**config.mk**
```make
export PLATFORM = sky130hd
export DESIGN_NAME = framed_packet_deframer_xor_check_core
export DESIGN_NICKNAME = d
export VERILOG_FILES = /design/src/hw/rtl/fpd_pkg.sv /design/src/hw/rtl/fpd_parser.sv /design/src/hw/rtl/fpd_out_reg.sv /design/src/hw/rtl/framed_packet_deframer_xor_check_core.sv
export SDC_FILE = /design/constraint.sdc
export NUM_CORES = 1
export LEC_CHECK = 0
export BUFFER_PORTS_ARGS = -buffer_cell sky130_fd_sc_hd__buf_2
export CORE_MARGIN = 5
export CORE_UTILIZATION = 25
export CTS_CLUSTER_DIAMETER = 30
export DETAILED_ROUTE_END_ITERATION = 6
export SLEW_MARGIN = 25
export SYNTH_ARGS = -nofsm -noshare
export SYNTH_HDL_FRONTEND = slang
export SYNTH_SLANG_ARGS = --single-unit
```
**constraint.sdc**
```tcl
create_clock -name aclk -period 3.1 [get_ports aclk]
set_input_delay 0.465 -clock aclk [delete_from_list [all_inputs] [get_ports aclk]]
set_output_delay 0.465 -clock aclk [all_outputs]
set_load 0.05 [all_outputs]
```
**src/hw/rtl/fpd_pkg.sv**
```systemverilog
// Shared constants and types for the framed packet deframer.
`default_nettype none
package fpd_pkg;

    localparam int MAX_PAYLOAD = 28;
    localparam int LEN_W       = $clog2(MAX_PAYLOAD + 1);

    localparam logic [7:0] START_MARKER_RST = 8'h02;
    localparam logic [7:0] END_MARKER_RST   = 8'h03;

    // configuration register indexes
    localparam logic CFG_START_MARKER = 1'b0;
    localparam logic CFG_END_MARKER   = 1'b1;

    // frame phases
    localparam logic [2:0] PH_HUNT  = 3'd0;
    localparam logic [2:0] PH_LEN   = 3'd1;
    localparam logic [2:0] PH_DATA  = 3'd2;
    localparam logic [2:0] PH_CHECK = 3'd3;
    localparam logic [2:0] PH_END   = 3'd4;

    // status codes
    localparam logic [1:0] ERR_OK       = 2'd0;
    localparam logic [1:0] ERR_CHECKSUM = 2'd1;
    localparam logic [1:0] ERR_END      = 2'd2;
    localparam logic [1:0] ERR_LENGTH   = 2'd3;

    typedef struct packed {
        logic [1:0] frame_error;
        logic       is_status;
        logic [7:0] payload_byte;
    } fpd_result_t;

endpackage
`default_nettype wire

```
**src/hw/rtl/fpd_parser.sv**
```systemverilog
// Frame parser: marker registers, phase tracking, checksum and status decode.
`default_nettype none
module fpd_parser (
    input  wire logic                aclk,
    input  wire logic                aresetn,
    input  wire logic                cfg_valid,
    input  wire logic                cfg_index,
    input  wire logic [7:0]          cfg_data,
    input  wire logic                fire,
    input  wire logic [7:0]          rx_byte,
    output logic                     res_valid,
    output fpd_pkg::fpd_result_t     res
);
    import fpd_pkg::*;

    logic [7:0]       start_marker_reg;
    logic [7:0]       end_marker_reg;
    logic [2:0]       phase_reg, phase_next;
    logic [LEN_W-1:0] bytes_left_reg, bytes_left_next;
    logic [7:0]       xor_reg, xor_next;
    logic             matched_reg, matched_next;
    logic [LEN_W-1:0] left_dec;

    always_ff @(posedge aclk) begin
        if (!aresetn) begin
            start_marker_reg <= START_MARKER_RST;
            end_marker_reg   <= END_MARKER_RST;
        end else if (cfg_valid) begin
            if (cfg_index == CFG_START_MARKER) begin
                start_marker_reg <= cfg_data;
            end else begin
                end_marker_reg <= cfg_data;
            end
        end
    end

    assign left_dec = bytes_left_reg - LEN_W'(1);

    always_comb begin
        phase_next      = phase_reg;
        bytes_left_next = bytes_left_reg;
        xor_next        = xor_reg;
        matched_next    = matched_reg;
        res_valid       = 1'b0;
        res             = '0;
        case (phase_reg)
            PH_HUNT: begin
                if (rx_byte == start_marker_reg) begin
                    phase_next      = PH_LEN;
                    xor_next        = 8'd0;
                    matched_next    = 1'b0;
                    bytes_left_next = '0;
                end
            end
            PH_LEN: begin
                if (rx_byte > 8'(MAX_PAYLOAD)) begin
                    phase_next       = PH_HUNT;
                    bytes_left_next  = '0;
                    res_valid        = 1'b1;
                    res.is_status    = 1'b1;
                    res.frame_error  = ERR_LENGTH;
                end else begin
                    bytes_left_next = rx_byte[LEN_W-1:0];
                    xor_next        = 8'd0;
                    phase_next      = (rx_byte == 8'd0) ? PH_CHECK : PH_DATA;
                end
            end
            PH_DATA: begin
                xor_next         = xor_reg ^ rx_byte;
                bytes_left_next  = left_dec;
                if (left_dec == '0) begin
                    phase_next = PH_CHECK;
                end
                res_valid        = 1'b1;
                res.payload_byte = rx_byte;
            end
            PH_CHECK: begin
                matched_next = (rx_byte == xor_reg);
                phase_next   = PH_END;
            end
            PH_END: begin
                phase_next    = PH_HUNT;
                res_valid     = 1'b1;
                res.is_status = 1'b1;
                if (!matched_reg) begin
                    res.frame_error = ERR_CHECKSUM;
                end else if (rx_byte != end_marker_reg) begin
                    res.frame_error = ERR_END;
                end else begin
                    res.frame_error = ERR_OK;
                end
            end
            default: begin
                phase_next = PH_HUNT;
            end
        endcase
    end

    always_ff @(posedge aclk) begin
        if (!aresetn) begin
            phase_reg      <= PH_HUNT;
            bytes_left_reg <= '0;
            xor_reg        <= 8'd0;
            matched_reg    <= 1'b0;
        end else if (fire) begin
            phase_reg      <= phase_next;
            bytes_left_reg <= bytes_left_next;
            xor_reg        <= xor_next;
            matched_reg    <= matched_next;
        end
    end

endmodule
`default_nettype wire

```
**src/hw/rtl/fpd_out_reg.sv**
```systemverilog
// Result register toward the output stream.
`default_nettype none
module fpd_out_reg (
    input  wire logic                aclk,
    input  wire logic                aresetn,
    input  wire logic                load,
    input  wire fpd_pkg::fpd_result_t res,
    output logic                     free,
    output logic                     m_tvalid,
    input  wire logic                m_tready,
    output logic [7:0]               m_tdata,
    output logic [2:0]               m_tuser
);
    import fpd_pkg::*;

    logic        valid_reg;
    fpd_result_t res_reg;

    // a held item leaves when taken, so a new one may load the same cycle
    assign free = !valid_reg || m_tready;

    always_ff @(posedge aclk) begin
        if (!aresetn) begin
            valid_reg <= 1'b0;
        end else if (free) begin
            valid_reg <= load;
        end
    end

    always_ff @(posedge aclk) begin
        if (free && load) begin
            res_reg <= res;
        end
    end

    assign m_tvalid = valid_reg;
    assign m_tdata  = res_reg.payload_byte;
    assign m_tuser  = {res_reg.frame_error, res_reg.is_status};

endmodule
`default_nettype wire

```
**src/hw/rtl/framed_packet_deframer_xor_check_core.sv**
```systemverilog
// Top level: input register, frame parser and result register.
// A payload byte or status passes the input register, then the result register, before it shows on m_tvalid.
// Throughput: one byte per cycle; the input register holds only while the result register
// holds an item that m_tready has not taken.
// Reset: synchronous, active-low aresetn clears both registers' valid flags, puts the parser
// back to hunting and loads the start and end markers with 0x02 and 0x03.
`default_nettype none
module framed_packet_deframer_xor_check_core (
    input  wire logic       aclk,
    input  wire logic       aresetn,
    input  wire logic       s_tvalid,
    output logic            s_tready,
    input  wire logic [7:0] s_tdata,   // [7:0] rx_byte
    output logic            m_tvalid,
    input  wire logic       m_tready,
    output logic [7:0]      m_tdata,   // [7:0] payload_byte
    output logic [2:0]      m_tuser,   // [0] is_status, [2:1] frame_error
    input  wire logic       cfg_valid,
    output logic            cfg_ready,
    input  wire logic       cfg_index,
    input  wire logic [7:0] cfg_data
);
    import fpd_pkg::*;

    logic        in_valid_reg;
    logic [7:0]  in_byte_reg;
    logic        out_free;
    logic        fire;
    logic        res_valid;
    fpd_result_t res;

    assign cfg_ready = 1'b1;

    // process the held byte once the result register can take its item
    assign fire     = in_valid_reg && out_free;
    assign s_tready = !in_valid_reg || fire;

    always_ff @(posedge aclk) begin
        if (!aresetn) begin
            in_valid_reg <= 1'b0;
        end else if (s_tready) begin
            in_valid_reg <= s_tvalid;
        end
    end

    always_ff @(posedge aclk) begin
        if (s_tready && s_tvalid) begin
            in_byte_reg <= s_tdata;
        end
    end

    fpd_parser u_parser (
        .aclk      (aclk),
        .aresetn   (aresetn),
        .cfg_valid (cfg_valid),
        .cfg_index (cfg_index),
        .cfg_data  (cfg_data),
        .fire      (fire),
        .rx_byte   (in_byte_reg),
        .res_valid (res_valid),
        .res       (res)
    );

    fpd_out_reg u_out (
        .aclk     (aclk),
        .aresetn  (aresetn),
        .load     (fire && res_valid),
        .res      (res),
        .free     (out_free),
        .m_tvalid (m_tvalid),
        .m_tready (m_tready),
        .m_tdata  (m_tdata),
        .m_tuser  (m_tuser)
    );

endmodule
`default_nettype wire

```
Word-level counts from Yosys, hierarchy flattened
Cells that the tools add are included.
{"block": "op_classes", "order_cmp": 1, "add_sub_neg": 1, "eq_ne": 10, "reduce_logical": 20, "mux": 19, "bitwise": 2}
{"cell": "8-bit case mux with 3 select lines", "count": 1}
{"cell": "8-bit == test", "count": 2}
{"cell": "8-bit two-way mux", "count": 2}
{"cell": "5-bit case mux with 3 select lines", "count": 1}
{"cell": "3-bit two-way mux", "count": 4}
{"cell": "3-bit case mux with 4 select lines", "count": 1}
{"cell": "5-bit two-way mux", "count": 2}
{"cell": "3-bit AND reduction", "count": 3}
{"cell": "8-bit by 5-bit > comparator with 1-bit output, second input constant", "count": 1}
{"cell": "8-bit zero test", "count": 1}
{"cell": "8-bit != test", "count": 1}
{"cell": "8-bit XOR", "count": 1}
{"cell": "3-bit by 2-bit == test with 1-bit output, second input constant", "count": 2}
{"cell": "3-bit case mux with 2 select lines", "count": 1}
{"cell": "5-bit zero test", "count": 1}
{"cell": "5-bit by 1-bit subtractor with 5-bit output, second input constant", "count": 1}
{"cell": "1-bit logical AND", "count": 4}
{"cell": "2-bit two-way mux", "count": 2}
{"cell": "2-bit by 1-bit != test with 1-bit output, second input constant", "count": 2}
{"cell": "1-bit case mux with 2 select lines", "count": 2}
{"cell": "2-bit AND reduction", "count": 2}
{"cell": "4-bit AND reduction", "count": 1}
{"cell": "3-bit by 1-bit == test with 1-bit output, second input constant", "count": 1}
{"cell": "3-bit == test, second input constant", "count": 1}
{"cell": "other kinds (9)", "count": 13}
{"block": "totals", "input_bits": 22, "reg_bits": 54, "out_inout_bits": 14, "word_cells": 65}

Logic depth before layout (Yosys ltp)
Gate-level depths: netlist of the first run.
{"block": "logic_depth", "word_depth": 5, "ltp_mapped": 7, "ltp_nobuf": 6}

Hierarchy
Synthesis of the first run repeated with hierarchy kept, for this count alone.
{"block": "unflattened", "cells_unflattened": 303, "area_unflattened_um2": 2830.2}
{"mod": "fpd_parser", "cells_each": 270, "area_each_um2": 2118.3, "instances": 1, "seq_area_each_um2": 660.6}
{"mod": "fpd_out_reg", "cells_each": 16, "area_each_um2": 387.9, "instances": 1, "seq_area_each_um2": 350.3}
{"mod": "framed_packet_deframer_xor_check_core", "cells_each": 17, "area_each_um2": 324.1, "instances": 1, "seq_area_each_um2": 260.2}

Worst setup path before layout of the first run
No wires, ideal clock.
{"block": "synth_path", "kind": "register to register", "from": "reg u_out.valid_reg, in the netlist u_out.m_tvalid", "to": "reg in_byte_reg[0] (enable)", "setup_slack_ns": 1.191, "setup_ns": 0.278, "required_ns": 2.822, "t_arrival_ns": 1.632, "n_path_buf": 0, "synth_period_minus_slack_ns": 1.909, "path_stages_with_launch": 4, "path_cell_list": "dfxtp_1 > nor2b_1 > nand2_1 > and2_1"}
{"block": "synth_via", "elab_chain_len": 5}
{"element": "from (decl)", "line_no": "fpd_out_reg.sv:16", "rtl": "logic valid_reg;"}
{"element": "from (signal assigned)", "line_no": "fpd_out_reg.sv:26", "rtl": "valid_reg <= load;"}
{"element": "1-bit zero test", "line_no": "fpd_out_reg.sv:20", "rtl": "assign free = !valid_reg || m_tready;"}
{"element": "1-bit logical OR", "line_no": "fpd_out_reg.sv:20"}
{"element": "1-bit logical AND", "line_no": "framed_packet_deframer_xor_check_core.sv:35", "rtl": "assign fire = in_valid_reg && out_free;"}
{"element": "1-bit logical OR", "line_no": "framed_packet_deframer_xor_check_core.sv:36", "rtl": "assign s_tready = !in_valid_reg || fire;"}
{"element": "net s_tready", "line_no": "framed_packet_deframer_xor_check_core.sv:12", "rtl": "output logic s_tready,"}
{"element": "1-bit logical AND", "line_no": "framed_packet_deframer_xor_check_core.sv:47", "rtl": "if (s_tready && s_tvalid) begin"}
{"element": "to (signal assigned)", "line_no": "framed_packet_deframer_xor_check_core.sv:48", "rtl": "in_byte_reg <= s_tdata;"}
{"element": "to (decl)", "line_no": "framed_packet_deframer_xor_check_core.sv:26", "rtl": "logic [7:0] in_byte_reg;"}
The timed path passes the listed nets, and every way through them passes these cells.
A chain may end at the register's enable or synchronous reset.

Worst setup path after layout of the first run
{"block": "layout_path", "from": "reg in_byte_reg[4]", "to": "reg u_parser.xor_reg[1]"}
{"block": "layout_via", "elab_chain_len": 3, "elab_cells_between_ends": 5, "cone_classes": "order compare (1); eq/ne (3); reduce/logical (1)"}
{"element": "8-bit by 5-bit > comparator with 1-bit output or 8-bit == test (tied branches)", "line_no": "fpd_parser.sv:56, fpd_parser.sv:48"}
{"element": "2-bit != test (no source line) or 2-bit by 1-bit != test with 1-bit output (tied branches)"}
{"element": "4-bit AND reduction (no source line) (*)"}
{"element": "to (signal assigned)", "line_no": "fpd_parser.sv:108", "rtl": "xor_reg <= xor_next;"}
{"element": "to (decl)", "line_no": "fpd_parser.sv:20", "rtl": "logic [7:0] xor_reg, xor_next;"}
Every way passes the cells marked *; elsewhere a longest branch is shown, timed or not.

==> results of run 1 <==
[critical path, delay by kind of cell (launching register included)]
family,cells,cell delay [ps]
xor gates and xnor gates,1,230
and+or+nand+nor,1,490
AOI/OAI and AO/OA,3,890
DFF,1,590
[cell families (layout without fill, tap and decap cells)]
group | count (synthesis) | count (layout) | synth area share
AND/OR/NAND/NOR | 107 | 107 | 0.218
flip-flops | 54 | 54 | 0.465
XOR/XNOR | 28 | 28 | 0.0897
AO/OA/AOI/OAI | 60 | 60 | 0.159
adder cells (fa/ha/maj) | 2 | 2 | 0.00916
other | 1 | 1 | 0.00137
multiplexers | 3 | 3 | 0.0110
buffers and inverters | 26 | 50 | 0.0462
[area by class of cell]
type | count | area [µm²] | area share
sequential | 54 | 1270 | 0.411
inverter | 4 | 15.0 | 0.00485
clock buffer | 6 | 72.6 | 0.0234
timing repair buffer | 38 | 200 | 0.0647
tap | 140 | 175 | 0.0566
multi-input combinational | 201 | 1350 | 0.435
clock inverter | 2 | 13.8 | 0.00445
[cell usage after synthesis, drive strengths merged (8+ instances only)]
master	number	area (µm²)
a21oi	11	55.1
xor2	15	131
edfxtp	19	571
nand2b	9	56.3
nor2b	8	50.1
xnor2	13	114
buf	11	70.1
a21boi	13	97.6
and3	8	50.1
clkbuf	11	41.3
nand3b	8	60.1
nand2	42	158
dfxtp	35	701
[worst max path at each step]
stage,from,endpoint,slack (ps),cells after the start
5_1_grt,in_byte_reg[4],u_parser.xor_reg[3],720,5
3_5_place_dp,in_byte_reg[3],u_parser.xor_reg[0],730,5
4_1_cts,in_byte_reg[4],u_parser.xor_reg[0],680,5
6_report,in_byte_reg[4],u_parser.xor_reg[1],800,5
2_1_floorplan,u_out.m_tvalid,in_byte_reg[0],1190,3
3_3_place_gp,in_byte_reg[4],u_parser.xor_reg[0],720,5
[metal layers]
| layer | wire (µm) | up-vias | global-route usage | share of wire |
|---|---|---|---|---|
| met2 | 2960 | 56 | 0.162 | 0.47 |
| met1 | 2970 | 995 | 0.136 | 0.47 |
| met3 | 322 | 6 | 0.0222 | 0.051 |
| met4 | 89 | 0 | 0.0364 | 0.014 |
| li1 | - | 1037 | - | - |
| met5 | 0 | - | 0 | 0 |
[power by group through the flow]
stage	Sequential (mW)	Combinational (mW)	Clock [mW]
detailed placement	0.798	0.111	0
global placement	0.796	0.110	0
finish	0.781	0.112	0.392
CTS	0.782	0.112	0.406
floorplan	0.774	0.0973	0
global route	0.785	0.125	0.435
==> flow_summary.yaml, run 1 <==
outcome:
  outcome: "finished clean"
grt:
  grt_antenna_before_repair: 0
  grt_first_pass_wirelength_mm: 10.6
  grt_pass1_vias: 2069
  overflow: 0
  grt_max_degree: 31
  grt_use_total: 0.102
final_layout:
  syn_to_final_growth_pct: 13.3
  post-route-util: 0.287
  fin_nets: 328
  layout_commonest_cell: "nand2_1"
  final_layout_size_suffix_gt1_frac: 0.174
  antenna_cells: 0
  design_area_um2: 3100
  fillers: 1164
  final_cell_mix: "nand2_1, dfxtp_1, buf_2"
  stdcell_count: 445
placed_design:
  post-place-ws_ps: 728
  place_area_um2: 3000
  hpwl_mm: 4.78
  gp_congestion: 0.801
  place_inst: 437
  port_buffers: 34
power:
  switchingPower_mw: 0.324
  power.internal_mw: 0.961
  comb_power_share: 0.087
  power.total_mw: 1.29
  p_clk_frac: 0.305
  swShare: 0.252
  power_density_nw_per_um2: 415
  p_seq_frac: 0.608
  ir_drop_mv: 0.176
  leakage_nw: 1.16
logic_synthesis:
  syn_avg_cell_area_um2: 9.72
  syn-instance-count: 281
  ys_seq_elements: 54
  synth_cell_type_count: 45
  ys_async_sr_fraction: 0
  synth_warnings: 0
  yosysSeqAreaShare: 0.465
  yosys_most_used_dff: "dfxtp_1"
  synth_edf_count: 19
  synth_area_um2: 2730
  syn-num-nets: 305
clocking:
  cts_setup_buffers: 0
  clock-root-buffer: "clkbuf_8"
  cts.sinks: 54
  hold_buffers: 0
  clkLatencyLatePin_ps: 310
  cts-resized-gates: 0
  cts_tree: "built"
  cts-buffers-inserted: 5
  clkSlewWorstSetupHoldPaths_ps: 90
  clk_path_buf_depth: 2
  htree_levels: 2
worst_setup_path:
  worstPathMaxFanout: 12
  slowest_stage: "edfxtp_1"
  rrSetupSlack_ps: 800
  cpPeakStageDelay_ps: 590
  cp.arrival_ps: 2510
  timing.rr.start: "in_byte_reg[4]"
  worstSetupEndpointType: "register"
  worst-r2r-cell-count: 5
  timing.rr.end: "u_parser.xor_reg[1]"
  crit_type: "reg -> reg"
  start_kind: "register"
  worstPathCellList: "xor2_1, nor4_2, a2111oi_4, o31a_2, a21o_1"
  cp.required_ps: 3310
sta:
  final.setup.worst_slack_ps: 805
  slew-limit-headroom: 0.573
  rsz0062_at_grt: "false"
  drv_slew: 0
  min_period_ps: 2300
  period_share: 0.740
  setup_violations: 0
  skew_ps: 6.89
  finalHoldViolCount: 0
  fmax_mhz: 436
  setup_tns_ps: 0
  tightest_slew_ps: 640
  finalHoldWorstSlack_ps: 325
drt:
  firstDrtPassIters: 4
  antenna_left: 0
  vias: 2094
  drt_iter0_markers: 108
  vias_per_cell: 4.71
  wl_per_cell_um: 14.3
  wl_mm: 6.34
  drcViolationCount: 0
floorplanning:
  rows: 38
  io_pins: 36
  die-area_um2: 13100
  start_util: 0.253
  die_height_um: 115
  core_um2: 10800
  die_x_um: 115
worst_hold_path:
  hp-start: "s_tdata[7]"
  min_to: "in_byte_reg[7]"
  hp-class: "in -> reg"
  worstHoldPathCells: 1
job:
  maxCapViolations: 0
Note: power is estimated with default switching activity, not from simulation.
==> run 2: changes to the inputs <==
- clock period: 3.1 -> 2.1 ns (I/O delays scaled with it)
==> run 2 against run 1 <==
Against the previous run: clock skew up 4.4 ps; maximum frequency up 18%; worst setup slack worse by 640 ps; power up 59%; flip-flop and latch count unchanged; utilization up 1.5 points; first-iteration DRC count down 13%; wire length up 2.9%; clock-buffer cell count down 1; cell count up 4.0%; critical path type unchanged; critical endpoint is now u_out.m_tuser[2].
==> flow_summary.yaml, run 2 (synthesized netlist as in run 1, its figures left out) <==
floorplanning:
  io_pins: 36
  die_height_um: 115
  start_util: 0.253
  die_x_um: 115
  core_um2: 10800
  rows: 38
  die-area_um2: 13100
clocking:
  htree_levels: 2
  cts.sinks: 54
  clk_path_buf_depth: 2
  cts-buffers-inserted: 5
  clkLatencyLatePin_ps: 310
  clock-root-buffer: "clkbuf_8"
  hold_buffers: 0
  clkSlewWorstSetupHoldPaths_ps: 110
  cts_tree: "built"
final_layout:
  design_area_um2: 3260
  post-route-util: 0.302
  fin_nets: 346
  final_cell_mix: "nand2_1, dfxtp_1, buf_2"
  layout_commonest_cell: "nand2_1"
  syn_to_final_growth_pct: 19.1
  antenna_cells: 0
  stdcell_count: 463
  final_layout_size_suffix_gt1_frac: 0.220
grt:
  grt_max_degree: 31
  grt_first_pass_wirelength_mm: 10.8
  grt_antenna_before_repair: 0
  overflow: 0
  grt_pass1_vias: 2177
  grt_use_total: 0.103
sta:
  slew-limit-headroom: 0.492
  finalHoldWorstSlack_ps: 176
  drv_slew: 0
  min_period_ps: 1940
  rsz0062_at_grt: "false"
  fmax_mhz: 516
  tightest_slew_ps: 754
  final.setup.worst_slack_ps: 162
  skew_ps: 11.3
  setup_violations: 0
  period_share: 0.923
  finalHoldViolCount: 0
  setup_tns_ps: 0
placed_design:
  place_area_um2: 3110
  gp_congestion: 0.885
  hpwl_mm: 4.91
  post-place-ws_ps: 106
  place_inst: 451
  port_buffers: 34
power:
  p_clk_frac: 0.347
  power.internal_mw: 1.56
  comb_power_share: 0.097
  switchingPower_mw: 0.491
  swShare: 0.240
  power.total_mw: 2.05
  ir_drop_mv: 0.270
  power_density_nw_per_um2: 629
  p_seq_frac: 0.556
  leakage_nw: 1.26
worst_setup_path:
  cpPeakStageDelay_ps: 490
  start_kind: "register"
  timing.rr.start: "in_byte_reg[7]"
  worstSetupEndpointType: "register"
  cp.required_ps: 2190
  crit_type: "reg -> reg"
  worst-r2r-cell-count: 5
  rrSetupSlack_ps: 160
  slowest_stage: "edfxtp_1"
  critPathBufInv: 1
  worstPathCellList: "or3_4, o21ai_2, o21ai_0, and2_1, buf_12"
  cp.arrival_ps: 2030
  path_delay_family: "simple AND/OR/NAND/NOR gates"
  worstPathMaxFanout: 11
  timing.rr.end: "u_out.m_tuser[2]"
outcome:
  outcome: "finished clean"
worst_hold_path:
  hp-start: "s_tdata[1]"
  hp-class: "in -> reg"
  worstHoldPathCells: 1
  min_to: "in_byte_reg[1]"
drt:
  firstDrtPassIters: 4
  wl_mm: 6.52
  vias: 2142
  wl_per_cell_um: 14.1
  antenna_left: 0
  drcViolationCount: 0
  drt_iter0_markers: 94
  vias_per_cell: 4.63
job:
  maxCapViolations: 0
## run 2: worst max path at each step
stage | start | endpoint | slack, ps | cells after the start
2_1_floorplan | u_out.m_tvalid | in_byte_reg[0] | 190 | 3
3_3_place_gp | in_byte_reg[7] | u_out.m_tdata[4] | 170 | 5
3_5_place_dp | in_byte_reg[6] | u_out.m_tdata[6] | 110 | 5
4_1_cts | in_byte_reg[6] | u_out.m_tdata[6] | 90 | 5
5_1_grt | in_byte_reg[5] | u_out.m_tuser[2] | 30 | 5
6_report | in_byte_reg[7] | u_out.m_tuser[2] | 160 | 5
## run 2: power by group through the flow
stage	clock (mW)	combinational (mW)	sequential, mW
floorplan	0	0.144	1.14
global placement	0	0.187	1.17
detailed placement	0	0.188	1.17
CTS	0.729	0.189	1.14
global route	0.767	0.222	1.14
finish	0.710	0.199	1.14
## run 2: metal layers
layer,part of all wire,wire length [µm],GRT usage,up-vias
li1,-,-,-,1073
met1,0.49,3200,0.142,1007
met2,0.44,2900,0.159,55
met3,0.044,290,0.0206,7
met4,0.020,131,0.0420,0
met5,0,0,0,-
## run 2: area by class of cell
class / instances / area, µm²
sequential: 54 / 1270
fill: 1127 / 7540
tap: 140 / 175
timing repair buffer: 56 / 348
multi-input combinational: 201 / 1340
inverter: 4 / 15.0
clock buffer: 5 / 68.8
clock inverter: 3 / 42.5
## run 2: timing repair
| action | in CTS | in global routing |
|---|---|---|
| gates resized for setup | 0 | 0 |
| setup endpoints to repair | 0 | 12 |
| endpoints found under the hold margin | 0 | 0 |
| setup buffers | 0 | 4 |
==> run 3: changes to the inputs <==
- ABC_AREA: default -> 1
==> run 3 against run 2 <==
Against the previous run: sequential share of layout area rose by 2.2 points; cell count rose by 12%; sequential power barely moved; combinational power fell by 8%; wire length fell by 0.60%; flip-flop and latch count did not move; die area fell by 1.0%; power fell by 4.7%; worst hold slack got worse by 5.0 ps; final area fell by 5.3%; utilization fell by 1.3 points; global-route usage rose by 0.19 points.
==> flow_summary.yaml, run 3 <==
logic_synthesis:
  syn-num-nets: 369
  yosys_most_used_dff: "dfxtp_1"
  synth_top_area_share: 0.259
  syn_avg_cell_area_um2: 7.83
  syn-instance-count: 345
  yosysSeqAreaShare: 0.471
  synth_warnings: 0
  yosysTopAreaCell: "dfxtp_1"
  ys_async_sr_fraction: 0
  synth_common_cells: "nand2_1, nor2_1, dfxtp_1"
  synth_area_um2: 2700
  ys_seq_elements: 54
  synth_edf_count: 19
  synth_cell_type_count: 32
  yosys-top-cells-area: "dfxtp_1, edfxtp_1, nand2_1, nor2_1, xnor2_1"
sta:
  rsz0062_at_grt: "false"
  fmax_mhz: 555
  setup_tns_ps: 0
  final.setup.worst_slack_ps: 297
  finalHoldWorstSlack_ps: 171
  skew_ps: 5.78
  period_share: 0.858
  setup_violations: 0
  min_period_ps: 1800
  drv_slew: 0
  finalHoldViolCount: 0
worst_setup_path:
  cp_common_cell: "nand2_1"
  slowest_stage: "edfxtp_1"
  worstPathMaxFanout: 11
  cp.arrival_ps: 1860
  worstPathCellList: "inv_2, nand2_1, nand2_1, nand2_1, nand2_1, nand2_1, o21ai_0, inv_2"
  cp.depth: 8
  path_delay_family: "simple AND/OR/NAND/NOR gates"
  cp.required_ps: 2160
  cpPeakStageDelay_ps: 470
  worst-r2r-cell-count: 8
  start_kind: "register"
  crit_type: "reg -> reg"
  critPathBufInv: 2
  worstSetupEndpointType: "register"
grt:
  grt_use_total: 0.105
  overflow: 0
  grt_pass1_vias: 2206
  grt_first_pass_wirelength_mm: 10.8
  grt_antenna_before_repair: 0
  grt_max_degree: 24
power:
  leakage_nw: 1.35
  power_density_nw_per_um2: 633
  ir_drop_mv: 0.319
drt:
  drcViolationCount: 0
  drt_iter0_markers: 140
  vias_per_cell: 4.28
  firstDrtPassIters: 5
  wl_mm: 6.48
  wl_per_cell_um: 12.5
  vias: 2225
  antenna_left: 0
clocking:
  clock-root-buffer: "clkbuf_8"
  cts.sinks: 54
  cts_tree: "built"
  htree_levels: 2
  clkLatencyLatePin_ps: 310
  clkSlewWorstSetupHoldPaths_ps: 100
  cts-buffers-inserted: 5
  clk_path_buf_depth: 2
  cts_setup_buffers: 0
worst_hold_path:
  worstHoldPathCells: 1
  hp-class: "in -> reg"
final_layout:
  fillers: 1198
  seqCellArea_um2: 1270
  multi_input_area_um2: 1190
  final_layout_size_suffix_gt1_frac: 0.174
  final_cell_mix: "nor2_1, nand2_1, dfxtp_1"
  fin_nets: 403
  syn_to_final_growth_pct: 14.2
  antenna_cells: 0
floorplanning:
  rows: 38
  core_um2: 10700
  die_height_um: 114
  start_util: 0.253
  io_pins: 36
  die-area_um2: 13000
  die_x_um: 114
placed_design:
  hpwl_mm: 5.09
  gp_congestion: 0.805
  post-place-ws_ps: 216
  port_buffers: 34
job:
  maxCapViolations: 0
outcome:
  outcome: "finished clean"
[run 3: cell count changes after synthesis, moves of 8 or more]
| cell | previous run | this run |
|---|---|---|
| nor2_1 | 5 | 75 |
| nand2_1 | 42 | 75 |
| inv_1 | 4 | 34 |
| a21boi_0 | 13 | 0 |
| o21ai_0 | 6 | 17 |
| xor2_1 | 15 | 5 |
| clkbuf_1 | 11 | 2 |
| nand2b_1 | 9 | 0 |
| and3_1 | 8 | 0 |
| nand3b_1 | 8 | 0 |
| nor2b_1 | 8 | 0 |
[run 3: layer usage]
| layer | vias to the layer above | routed length (µm) | track usage |
|---|---|---|---|
| met4 | 0 | 73 | 0.0261 |
| met2 | 63 | 2930 | 0.165 |
| met3 | 8 | 475 | 0.0281 |
| met1 | 1014 | 3010 | 0.144 |
| li1 | 1140 | - | - |
| met5 | - | 0 | 0 |
[run 3: layout make-up]
type	instances	area share
Tap cell	140	0.0568
Sequential cell	54	0.412
Timing Repair Buffer	37	0.0625
Multi-Input combinational cell	238	0.385
Inverter	43	0.0523
Clock inverter	2	0.00406
Clock buffer	6	0.0268
[run 3: timing repair]
item / CTS / global route
gates resized for setup: 0 / 1
endpoints found under the setup margin: 0 / 11
hold buffers: 0 / 0
[run 3: through the flow]
step           power (mW)   util  instance area, µm²  instances
2_1_floorplan        1.30      -                2700        345
3_3_place_gp         1.35  0.279                2990        512
3_5_place_dp         1.35  0.279                2990        512
4_1_cts              1.96  0.288                3080        520
5_1_grt              2.04  0.288                3080        520
6_report             1.95  0.288                3080        520
[run 3: cell families after synthesis]
kind of cell | share of synthesized area
xor gates and xnor gates | 0.0681
AOI/OAI and AO/OA | 0.0718
and+or+nand+nor | 0.289
buffers and inverters | 0.0894
other | 0.00139
adders and majority gates | 0.00926
DFF | 0.471
[run 3: final timing paths]
path,from,to,slack [ps]
worst max-delay path,in_byte_reg[1],u_out.m_tdata[6],300
worst min-delay path,s_tdata[4],in_byte_reg[4],170
worst max register to register,in_byte_reg[1],u_out.m_tdata[6],300
worst min register to register,u_parser.start_marker_reg[4],u_parser.start_marker_reg[4],480
[run 3: where the power goes]
group          internal, mW  leakage (nW)  switching (mW)
registers              1.11         0.471          0.0329
logic                0.0710         0.831           0.113
clock network         0.266        0.0472           0.357
